[src/hdl/orbit_camera_position_core_defines.svh]
// ----------------------------------------------------------------------------
// orbit_camera_position_core_defines
// Assertion macros shared by the orbit camera RTL.
// ----------------------------------------------------------------------------
`ifndef ORBIT_CAMERA_POSITION_CORE_DEFINES_SVH
`define ORBIT_CAMERA_POSITION_CORE_DEFINES_SVH

// Clocked check, masked while reset is high.
`define OCP_ASSERT(name, clk, rst, prop, msg) \
  name: assert property (@(posedge clk) disable iff (rst) prop) else $error(msg);

// Clocked check that also holds through reset.
`define OCP_ASSERT_ALWAYS(name, clk, prop, msg) \
  name: assert property (@(posedge clk) prop) else $error(msg);

`endif

[src/hdl/ocam_mul.sv]
// ----------------------------------------------------------------------------
// ocam_mul
// Shared signed 32x32 multiplier with a registered product.
// ----------------------------------------------------------------------------
module ocam_mul (
  input  logic               clk,
  input  logic signed [31:0] a,
  input  logic signed [31:0] b,
  output logic signed [63:0] prod
);

  always_ff @(posedge clk) begin
    prod <= a * b;
  end

endmodule

[config.mk]
export PLATFORM = sky130hd
export DESIGN_NAME = ocam_mul
export DESIGN_NICKNAME = d
export VERILOG_FILES = /design/src/hdl/orbit_camera_position_core_defines.svh /design/src/hdl/ocam_mul.sv
export SDC_FILE = /design/constraint.sdc
export NUM_CORES = 2
export LEC_CHECK = 0
export BUFFER_PORTS_ARGS = -buffer_cell sky130_fd_sc_hd__buf_2
export CORE_ASPECT_RATIO = 0.7
export CORE_MARGIN = 3
export CORE_UTILIZATION = 53
export DETAILED_ROUTE_END_ITERATION = 10
export PLACE_DENSITY = 0.77
export SYNTH_ARGS = -nofsm -noshare
export SYNTH_HDL_FRONTEND = slang
export SYNTH_SLANG_ARGS = --single-unit
[constraint.sdc]
create_clock -name clk -period 27.5 [get_ports clk]
set_clock_uncertainty 0.1 [all_clocks]
set_input_delay 4.125 -clock clk [delete_from_list [all_inputs] [get_ports clk]]
set_output_delay 4.125 -clock clk [all_outputs]
set_load 0.05 [all_outputs]
==> metrics <==
CP Data Required Time 27.70 ns; Fmax 0.0808 GHz; vias in the first global route 28200; sink count of the clock tree 64; Std-Cell Rows 80; hpwl dp 83200 microns; WL per Instance 21.4 microns; Via density 5.45; count of final setup violators 0; P&R area growth vs syn 3.80%; Port Buffers 128; Setup CP Type in2reg; Rel. slew slack 38.1%; Die ar. 73500 sq um; period utilisation layout 45.0%; DR vias 25900; io pins 129; max-cap violations 0; Initial Util 54.1%; Max H-tree Level 3; Core ar. 68900 sq um; GR Layer Usage met3 18.3%; Fin. Hold Viols 0; die height 228 microns; Crit. End Element flop; GRT busiest layer met1; commonest non-fill, non-tap cell in the layout fa_1; type of the tightest min-delay check in2reg; Layout Nets 5168; Setup Fix Bufs, Post-CTS 0; first-pass GRT wire length 165000 microns; width of the chip 323 microns; CTS Buf Count 9; Synth Instances 3884; Syn Nets 5215; antenna violations before repair 8; worst slew pin tran 0.928 ns; Final Cell Area 38700 sq um; WHS 4.26 ns; Top delay family on crit path adder cells; min Tclk post-route 12.38 ns; top flop regs prod (64); TritonCTS clock tree built; grt met2 use 36.7%; post-CTS sizing 0; critical path's largest stage delay 0.80 ns; largest net degree at the start of global routing 33; placed instance area 38400 sq um; root buffer cell clkbuf_16; slowest CP cell fa_1; met1 usage 43.8%; Post-synth EDFFs 0; CP arrival 12.57 ns; # hold bufs at CTS 0; fraction of synthesis flops using an asynchronous set or reset pin 0%; Yosys cell types 63; max reg flops 64; WP depth 25; Clock Tree Buf Depth 2; Routed WL 102000 microns; GR Overflow Total 0; setup TNS 0 ns; Worst path most repeated cell fa_1; 1st-iter DRT viols 2311; WP buf/inv 8; worst setup path startpoint b[5]; Worst setup SP type input pin; min-delay src b[0]; worst setup path end prod[62]$_DFF_P_; Fill cells 5870; Crit Path Max Fanout 32; layout cells sized above 1 4.71%; RSZ-0062 raised after global routing false; Syn. warnings 0; Max Slew Vio Count 0; post-synthesis sequential area ratio 3.44%; CTS clk-pin slew, worst paths 0.06 ns; Largest Register prod; Residual DRC 0; syn_area_per_cell 9.59 sq um; RD Place Congestion 0.910; Pre-Repair DR Iteration Count 8; commonest non-fill, non-tap cells in the layout fa_1 (1082), inv_1 (952), and2_1 (516), nand2_1 (511), ha_1 (184); status completed; Main synth FF type dfxtp_1; synthesized area 37200 sq um; Final ANT Viol Nets 0; Seq cells post-synth 64; Total Routing Usage GR 29.4%
## cells in the mapped netlist (22+ instances only)
library cell	count	area share [%]
a21o_1	23	0.46
a21oi_1	68	0.91
and2_1	516	8.7
clkbuf_1	195	2.0
dfxtp_1	64	3.4
fa_1	1082	58
ha_1	184	6.2
inv_1	952	9.6
nand2_1	511	5.2
nor2_1	42	0.42
o21ai_0	28	0.38
xnor2_1	53	1.2
xor2_1	22	0.52
## logic make-up (layout without fill, tap and decap cells)
logic type | Yosys count | count (layout) | synth area share (%)
flip-flops | 64 | 64 | 3.44
AND/OR/NAND/NOR | 1134 | 1134 | 15.4
XOR/XNOR | 75 | 75 | 1.76
other | 0 | 4 | 0
AO/OA/AOI/OAI | 193 | 193 | 3.46
buffers and inverters | 1152 | 1110 | 11.6
adder cells (fa/ha/maj) | 1266 | 1266 | 64.3
## metrics by stage
step,setup WS (ns),instances,utilization [%]
6_report,15.12,4748,56.1
5_1_grt,14.77,4745,56.1
4_1_cts,15.24,4744,56.1
3_5_place_dp,14.88,4728,55.7
3_3_place_gp,15.05,4728,55.7
2_1_floorplan,16.01,3884,-
## worst min-delay path by stage
stage	slack, ns	end	cells past startpoint
3_3_place_gp	4.50	prod[15]	1
6_report	4.26	prod[0]$_DFF_P_	2
5_1_grt	4.26	prod[0]$_DFF_P_	2
3_5_place_dp	4.49	prod[36]	1
2_1_floorplan	4.15	prod[0]$_DFF_P_	1
4_1_cts	4.21	prod[0]$_DFF_P_	2
## layer usage
metal / part of all wire [%] / routed length (microns)
met5: 0.054 / 55
met4: 1.3 / 1320
met3: 19 / 19200
met2: 38 / 38200
met1: 42 / 42900
## cell type report
class	instances	area, sq um	share of cell area, %
multi-input combinational	2668	31600	81.8
timing repair buffer	142	746	1.93
clock buffer	10	239	0.618
sequential	64	1280	3.31
clock inverter	6	45.0	0.117
antenna	4	10.0	0.0259
tap	902	1130	2.92
inverter	952	3570	9.24
Power is left out: the tool's default activity adds up to more than one toggle a clock period on the data nets, which glitch-free logic cannot reach.
