===== src/hdl/orbit_camera_position_core_defines.svh =====
// ----------------------------------------------------------------------------
// orbit_camera_position_core_defines
// Assertion macros shared by the orbit camera RTL.
// ----------------------------------------------------------------------------
`ifndef ORBIT_CAMERA_POSITION_CORE_DEFINES_SVH
`define ORBIT_CAMERA_POSITION_CORE_DEFINES_SVH

// Clocked check, masked while reset is high.
`define OCP_ASSERT(name, clk, rst, prop, msg) \
  name: assert property (@(posedge clk) disable iff (rst) prop) else $error(msg);

// Clocked check that also holds through reset.
`define OCP_ASSERT_ALWAYS(name, clk, prop, msg) \
  name: assert property (@(posedge clk) prop) else $error(msg);

`endif


===== src/hdl/ocam_pkg.sv =====
// ----------------------------------------------------------------------------
// ocam_pkg
// Types, constants and fixed-point helpers for the orbit camera core.
// ----------------------------------------------------------------------------
package ocam_pkg;

  localparam int ANGLE_BITS_DEF = 24;
  localparam int TRIG_BITS_DEF  = 16;

  localparam logic [31:0]        PI_HALF_Q30 = 32'd1686629713;
  localparam logic signed [33:0] ONE_Q30     = 34'sd1073741824;
  localparam logic [3:0]         TERMS       = 4'd14;

  localparam logic signed [23:0] PITCH_RESET = 24'sd1869116;

  localparam logic [15:0]        YAW_GAIN_RST     = 16'd13351;
  localparam logic [15:0]        PITCH_GAIN_RST   = 16'd8011;
  localparam logic signed [22:0] PITCH_LOWER_RST  = -23'sd534030;
  localparam logic signed [22:0] PITCH_UPPER_RST  = 23'sd3471223;
  localparam logic [15:0]        ORBIT_RADIUS_RST = 16'd8960;
  localparam logic signed [15:0] FOCUS_LIFT_RST   = 16'sd2560;

  localparam logic OP_LOOK = 1'b0;
  localparam logic OP_STEP = 1'b1;

  typedef enum logic [2:0] {
    REG_YAW_GAIN     = 3'd0,
    REG_PITCH_GAIN   = 3'd1,
    REG_PITCH_LOWER  = 3'd2,
    REG_PITCH_UPPER  = 3'd3,
    REG_ORBIT_RADIUS = 3'd4,
    REG_FOCUS_LIFT   = 3'd5
  } reg_idx_t;

  typedef enum logic [4:0] {
    S_IDLE,
    S_LOOK_A,
    S_LOOK_B,
    S_LOOK_C,
    S_TX,
    S_TXW,
    S_TMUL,
    S_TDIV0,
    S_TDIV,
    S_TFIN,
    S_P1,
    S_P2,
    S_P3,
    S_P4,
    S_P5,
    S_P6,
    S_P7,
    S_P8,
    S_P9,
    S_P10,
    S_CAM,
    S_OUT
  } state_t;

  typedef struct packed {
    logic        start;
    logic [31:0] dividend;
    logic [3:0]  divisor;
  } div_req_t;

  typedef struct packed {
    logic        done;
    logic [31:0] quot;
  } div_rsp_t;

  // Shift right by sh, rounding half away from zero.
  function automatic logic signed [63:0] rnd(input logic signed [63:0] v,
                                             input int unsigned sh);
    logic        neg;
    logic [63:0] m;
    neg = v[63];
    m   = neg ? 64'(-v) : 64'(v);
    m   = (m + (64'd1 << (sh - 1))) >> sh;
    return neg ? -$signed(m) : $signed(m);
  endfunction

  function automatic logic signed [31:0] sat32(input logic signed [63:0] v);
    if (v > 64'sd2147483647) begin
      return 32'sh7fffffff;
    end else if (v < -64'sd2147483648) begin
      return 32'sh80000000;
    end
    return 32'(v);
  endfunction

  // Clamp a Q30 series sum to [0, 1] and round half up to tb fraction bits.
  function automatic logic [24:0] to_trig(input logic signed [33:0] v,
                                          input int unsigned tb);
    logic [33:0] c;
    if (v < 0) begin
      c = '0;
    end else if (v > ONE_Q30) begin
      c = ONE_Q30;
    end else begin
      c = v;
    end
    c = (c + (34'd1 << (29 - tb))) >> (30 - tb);
    return c[24:0];
  endfunction

endpackage


===== src/hdl/ocam_div.sv =====
// ----------------------------------------------------------------------------
// ocam_div
// Divides a 32-bit word by a small divisor, eight quotient bits a cycle.
// ----------------------------------------------------------------------------
`include "orbit_camera_position_core_defines.svh"

module ocam_div (
  input  logic               clk,
  input  logic               rst,
  input  ocam_pkg::div_req_t req,
  output ocam_pkg::div_rsp_t rsp
);
  import ocam_pkg::*;

  logic [31:0] quot;
  logic [3:0]  rem;
  logic [3:0]  dvsr;
  logic [1:0]  cnt;
  logic        busy;
  logic        done;
  logic [31:0] quot_next;
  logic [3:0]  rem_next;

  // restoring steps over the top byte
  always_comb begin
    logic [4:0] r5;
    quot_next = quot;
    rem_next  = rem;
    for (int i = 0; i < 8; i++) begin
      r5        = {rem_next, quot_next[31]};
      quot_next = {quot_next[30:0], (r5 >= {1'b0, dvsr})};
      rem_next  = (r5 >= {1'b0, dvsr}) ? 4'(r5 - {1'b0, dvsr}) : r5[3:0];
    end
  end

  always_ff @(posedge clk) begin
    if (rst) begin
      busy <= 1'b0;
      done <= 1'b0;
      cnt  <= '0;
    end else if (req.start) begin
      busy <= 1'b1;
      done <= 1'b0;
      cnt  <= '0;
    end else if (busy) begin
      cnt  <= cnt + 2'd1;
      busy <= (cnt != 2'd3);
      done <= (cnt == 2'd3);
    end else begin
      done <= 1'b0;
    end
  end

  always_ff @(posedge clk) begin
    if (req.start) begin
      quot <= req.dividend;
      rem  <= '0;
      dvsr <= req.divisor;
    end else if (busy) begin
      quot <= quot_next;
      rem  <= rem_next;
    end
  end

  assign rsp = '{done: done, quot: quot};

  `OCP_ASSERT(a_div_no_restart, clk, rst, req.start |-> !busy, "divider restarted while busy")

endmodule


===== config.mk =====
export PLATFORM = sky130hd
export DESIGN_NAME = ocam_div
export DESIGN_NICKNAME = d
export VERILOG_FILES = /design/src/hdl/ocam_pkg.sv /design/src/hdl/ocam_div.sv
export VERILOG_INCLUDE_DIRS = /design/src /design/src/hdl
export SDC_FILE = /design/constraint.sdc
export NUM_CORES = 1
export LEC_CHECK = 0
export ABC_CLOCK_PERIOD_IN_PS = 22000
export BUFFER_PORTS_ARGS = -buffer_cell sky130_fd_sc_hd__buf_2
export CELL_PAD_IN_SITES_DETAIL_PLACEMENT = 1
export CELL_PAD_IN_SITES_GLOBAL_PLACEMENT = 1
export CORE_UTILIZATION = 44
export CTS_BUF_LIST = sky130_fd_sc_hd__clkbuf_8
export CTS_CLUSTER_DIAMETER = 120
export DETAILED_ROUTE_END_ITERATION = 12
export PLACE_DENSITY_LB_ADDON = 0.1
export SYNTH_ARGS = -nofsm -noshare
export SYNTH_HDL_FRONTEND = slang
export SYNTH_SLANG_ARGS = --single-unit

===== constraint.sdc =====
create_clock -name clk -period 22 [get_ports clk]
set_clock_uncertainty 0.2 [all_clocks]
set_input_delay 3.3 -clock clk [delete_from_list [all_inputs] [get_ports clk]]
set_output_delay 3.3 -clock clk [all_outputs]
set_load 0.01 [all_outputs]

==> run_summary.xml <==
<?xml version="1.0" encoding="UTF-8"?>
<metrics>
  <group name="logic_synthesis">
    <metric name="number_of_library_cell_types_mapped_by_synthesis" unit="">57</metric>
    <metric name="synth.top_cell.area_share" unit="%">30.1</metric>
    <metric name="synthFlopType" unit="">sky130_fd_sc_hd__edfxtp_1</metric>
    <metric name="nets_in_the_synthesized_netlist" unit="">414</metric>
    <metric name="mappedNetlistArea" unit="mm2">0.00360</metric>
    <metric name="post_synth_main_area_contributors" unit="">sky130_fd_sc_hd__edfxtp_1, sky130_fd_sc_hd__ha_1, sky130_fd_sc_hd__mux2_2</metric>
    <metric name="synth_sequential_area_ratio" unit="%">34.5</metric>
    <metric name="synthDominantAreaCellType" unit="">sky130_fd_sc_hd__edfxtp_1</metric>
    <metric name="ys_ff_latch" unit="">44</metric>
    <metric name="ys_async_sr_fraction" unit="%">0</metric>
    <metric name="netlist_instances" unit="">334</metric>
    <metric name="mean_instance_size_in_the_synthesized_netlist" unit="um2">10.8</metric>
    <metric name="synth_edf_count" unit="">36</metric>
    <metric name="synth_warnings" unit="">0</metric>
  </group>
  <group name="setup_path">
    <metric name="timing.critical_path.mode_cell" unit="">sky130_fd_sc_hd__o21ai_0</metric>
    <metric name="cp-endpoint" unit="">rem[1]$_SDFFE_PP0P_</metric>
    <metric name="data_arrival_at_the_endpoint_of_the_critical_path" unit="ps">15520</metric>
    <metric name="slowest_stage" unit="">sky130_fd_sc_hd__edfxtp_1</metric>
    <metric name="r2r-end" unit="">rem[1]$_SDFFE_PP0P_</metric>
    <metric name="required" unit="ps">22010</metric>
    <metric name="slowest_delay" unit="ps">690</metric>
    <metric name="worstReg2RegStart" unit="">dvsr[1]$_DFFE_PP_</metric>
    <metric name="crit_path_kind" unit="">reg -&gt; reg</metric>
    <metric name="worstPathMaxFanout" unit="">11</metric>
    <metric name="setup.worst_path.start" unit="">dvsr[1]$_DFFE_PP_</metric>
    <metric name="rrSetupSlack" unit="ps">6490</metric>
    <metric name="critPathLaunchType" unit="">flop</metric>
    <metric name="setup.worst_path.end_class" unit="">flop</metric>
    <metric name="logic_depth_of_the_worst_register_to_register_path" unit="">64</metric>
  </group>
  <group name="grt">
    <metric name="grt_max_degree" unit="">48</metric>
    <metric name="grt_first_pass_wirelength" unit="um">14900</metric>
    <metric name="global_route.overflow_total" unit="">0</metric>
    <metric name="first_global_vias" unit="">3037</metric>
    <metric name="antenna_found_initial" unit="">0</metric>
    <metric name="globalRouteTotalUtil" unit="%">22.4</metric>
  </group>
  <group name="sta">
    <metric name="setup_violations" unit="">0</metric>
    <metric name="clock.fmax" unit="GHz">0.0645</metric>
    <metric name="post-route-period-util" unit="%">70.5</metric>
    <metric name="min_period" unit="ps">15510</metric>
    <metric name="worst_margin_pin_slew" unit="ps">1040</metric>
    <metric name="timing.max_slew.rel_slack" unit="%">30.7</metric>
    <metric name="totalNegativeSetupSlack" unit="ps">0</metric>
    <metric name="hold_viol" unit="">0</metric>
    <metric name="rsz0062_at_grt" unit="">false</metric>
    <metric name="slew_viol_final" unit="">0</metric>
  </group>
  <group name="floorplan">
    <metric name="initial_utilization" unit="%">46.1</metric>
    <metric name="die-width" unit="um">92.4</metric>
    <metric name="io_pins" unit="">72</metric>
    <metric name="fp.dieH" unit="um">92.4</metric>
    <metric name="core_area" unit="mm2">0.00781</metric>
    <metric name="placementRows" unit="">32</metric>
    <metric name="die_area" unit="mm2">0.00854</metric>
  </group>
  <group name="placed_design">
    <metric name="hpwl_after_detailed_placement" unit="um">7180</metric>
    <metric name="finalWeightedCongestion" unit="">0.840</metric>
    <metric name="placed_cells_incl_taps" unit="">496</metric>
    <metric name="postPlaceCellArea" unit="mm2">0.00401</metric>
    <metric name="numPortBuffers" unit="">71</metric>
  </group>
  <group name="routing">
    <metric name="detail_route.drc_violations" unit="">0</metric>
    <metric name="avg_vias_per_cell" unit="">5.41</metric>
    <metric name="num_vias" unit="">2727</metric>
    <metric name="detail_route.wl_per_cell" unit="um">17.9</metric>
    <metric name="route.antenna.remaining_nets" unit="">0</metric>
    <metric name="dr.pass1.iters" unit="">4</metric>
    <metric name="finalWirelength" unit="um">9010</metric>
    <metric name="drt_iter0_markers" unit="">106</metric>
  </group>
  <group name="clock_network">
    <metric name="cts_tree" unit="">yes</metric>
    <metric name="insertion_delay" unit="ps">300</metric>
    <metric name="cts.clk_slew.worst_paths" unit="ps">100</metric>
    <metric name="root_buf_cell" unit="">sky130_fd_sc_hd__clkbuf_8</metric>
    <metric name="cts-buffers-inserted" unit="">5</metric>
    <metric name="cts.repair_timing.setup_buffer_count" unit="">0</metric>
    <metric name="cts_repair_resized_insts" unit="">0</metric>
    <metric name="cts-root-to-sink-buffers" unit="">2</metric>
    <metric name="cts_htree_levels" unit="">2</metric>
    <metric name="ctsHoldBuffers" unit="">0</metric>
    <metric name="tritoncts_num_sinks" unit="">44</metric>
  </group>
  <group name="cells_and_area">
    <metric name="area_overhead_of_the_layout_relative_to_synthesis" unit="%">14.7</metric>
    <metric name="n_fill_cell" unit="">883</metric>
    <metric name="num-nets-final" unit="">481</metric>
    <metric name="final-instance-count-excl-fill" unit="">504</metric>
    <metric name="diodes" unit="">0</metric>
    <metric name="final_common_cell" unit="">sky130_fd_sc_hd__buf_2</metric>
    <metric name="layout-drive-gt1-share" unit="%">31.3</metric>
    <metric name="fin_area" unit="mm2">0.00413</metric>
    <metric name="layout_common_cells" unit="">sky130_fd_sc_hd__buf_2, sky130_fd_sc_hd__edfxtp_1, sky130_fd_sc_hd__mux2_2, sky130_fd_sc_hd__inv_1, sky130_fd_sc_hd__ha_1</metric>
  </group>
  <group name="job">
    <metric name="drv.max_cap_violation_count" unit="">0</metric>
  </group>
  <group name="status">
    <metric name="run_status" unit="">finished clean</metric>
  </group>
  <group name="worst_hold_path">
    <metric name="worst_hold_path_type" unit="">reg -&gt; reg</metric>
  </group>
</metrics>
[logic make-up after synthesis]
| family | Yosys count | share of synthesized area [%] |
|---|---|---|
| flip-flops | 44 | 34.5 |
| AO/OA/AOI/OAI | 73 | 15.1 |
| multiplexers | 51 | 15.6 |
| buffers and inverters | 45 | 5.46 |
| AND/OR/NAND/NOR | 66 | 9.99 |
| adder cells (fa/ha/maj) | 41 | 15.9 |
| XOR/XNOR | 14 | 3.41 |
[per-layer routing]
layer  wire, um  global-route usage (%)
met5          0                       0
met4        123                    5.60
met3        429                    4.43
met2       4150                    37.8
met1       4300                    29.4
[worst min path at each step]
stage | from | endpoint | slack (ps) | cells after the start
floorplan | rem[2]$_SDFFE_PP0P_ | rem[2]$_SDFFE_PP0P_ | 260 | 2
global placement | rem[2]$_SDFFE_PP0P_ | rem[2]$_SDFFE_PP0P_ | 310 | 2
detailed placement | rem[2]$_SDFFE_PP0P_ | rem[2]$_SDFFE_PP0P_ | 310 | 2
CTS | rem[2]$_SDFFE_PP0P_ | rem[2]$_SDFFE_PP0P_ | 330 | 2
global route | rem[2]$_SDFFE_PP0P_ | rem[2]$_SDFFE_PP0P_ | 360 | 2
finish | rem[2]$_SDFFE_PP0P_ | rem[2]$_SDFFE_PP0P_ | 320 | 2
[Yosys cell counts, types with 3 or more instances]
cell                       count
sky130_fd_sc_hd__edfxtp_1     36
sky130_fd_sc_hd__inv_1        34
sky130_fd_sc_hd__mux2_2       34
sky130_fd_sc_hd__ha_1         33
sky130_fd_sc_hd__o21ai_0      20
sky130_fd_sc_hd__mux2i_1      15
sky130_fd_sc_hd__nand2_1      14
sky130_fd_sc_hd__a21oi_1      13
sky130_fd_sc_hd__nor2_1       13
sky130_fd_sc_hd__a21o_1        9
sky130_fd_sc_hd__xnor2_1       9
sky130_fd_sc_hd__dfxtp_1       8
sky130_fd_sc_hd__fa_1          8
sky130_fd_sc_hd__nand2b_1      6
sky130_fd_sc_hd__clkbuf_1      5
sky130_fd_sc_hd__nand3_1       5
sky130_fd_sc_hd__nor2b_1       5
sky130_fd_sc_hd__xor2_1        5
sky130_fd_sc_hd__o21a_1        4
sky130_fd_sc_hd__or3_1         4
sky130_fd_sc_hd__and2_1        3
sky130_fd_sc_hd__and3_1        3
sky130_fd_sc_hd__buf_6         3
sky130_fd_sc_hd__nor3_1        3
sky130_fd_sc_hd__o32ai_1       3
[through the flow]
step / hold WS, ps / util, % / worst slack (ps)
finish: 324 / 52.8 / 6490
global route: 359 / 52.8 / 5240
CTS: 332 / 52.8 / 6400
detailed placement: 314 / 51.4 / 6490
global placement: 308 / 51.4 / 7230
floorplan: 257 / - / 8840
[worst max-delay path: cells and delay by family (launching register included)]
kind / cells / cell delay (ps)
AOI/OAI and AO/OA: 30 / 6940
adders and majority gates: 8 / 2380
and+or+nand+nor: 12 / 2260
muxes: 6 / 1910
buffers and inverters: 8 / 1000
DFF: 1 / 690
[sequential cells by signal (all words and copies together), names as in the netlist]
name	count
quot	32
dvsr	4
rem	4
cnt	2
busy	1
done	1
[area by class of cell]
class	count	area, um2	area share (%)
multi-input combinational	245	2160	52.3
inverter	34	128	3.09
sequential	44	1240	30.1
tap	102	128	3.09
clock inverter	3	46.3	1.12
timing repair buffer	71	355	8.61
clock buffer	5	68.8	1.67
Power is left out: the tool's default activity adds up to more than one toggle a clock period on the data nets, which glitch-free logic cannot reach.
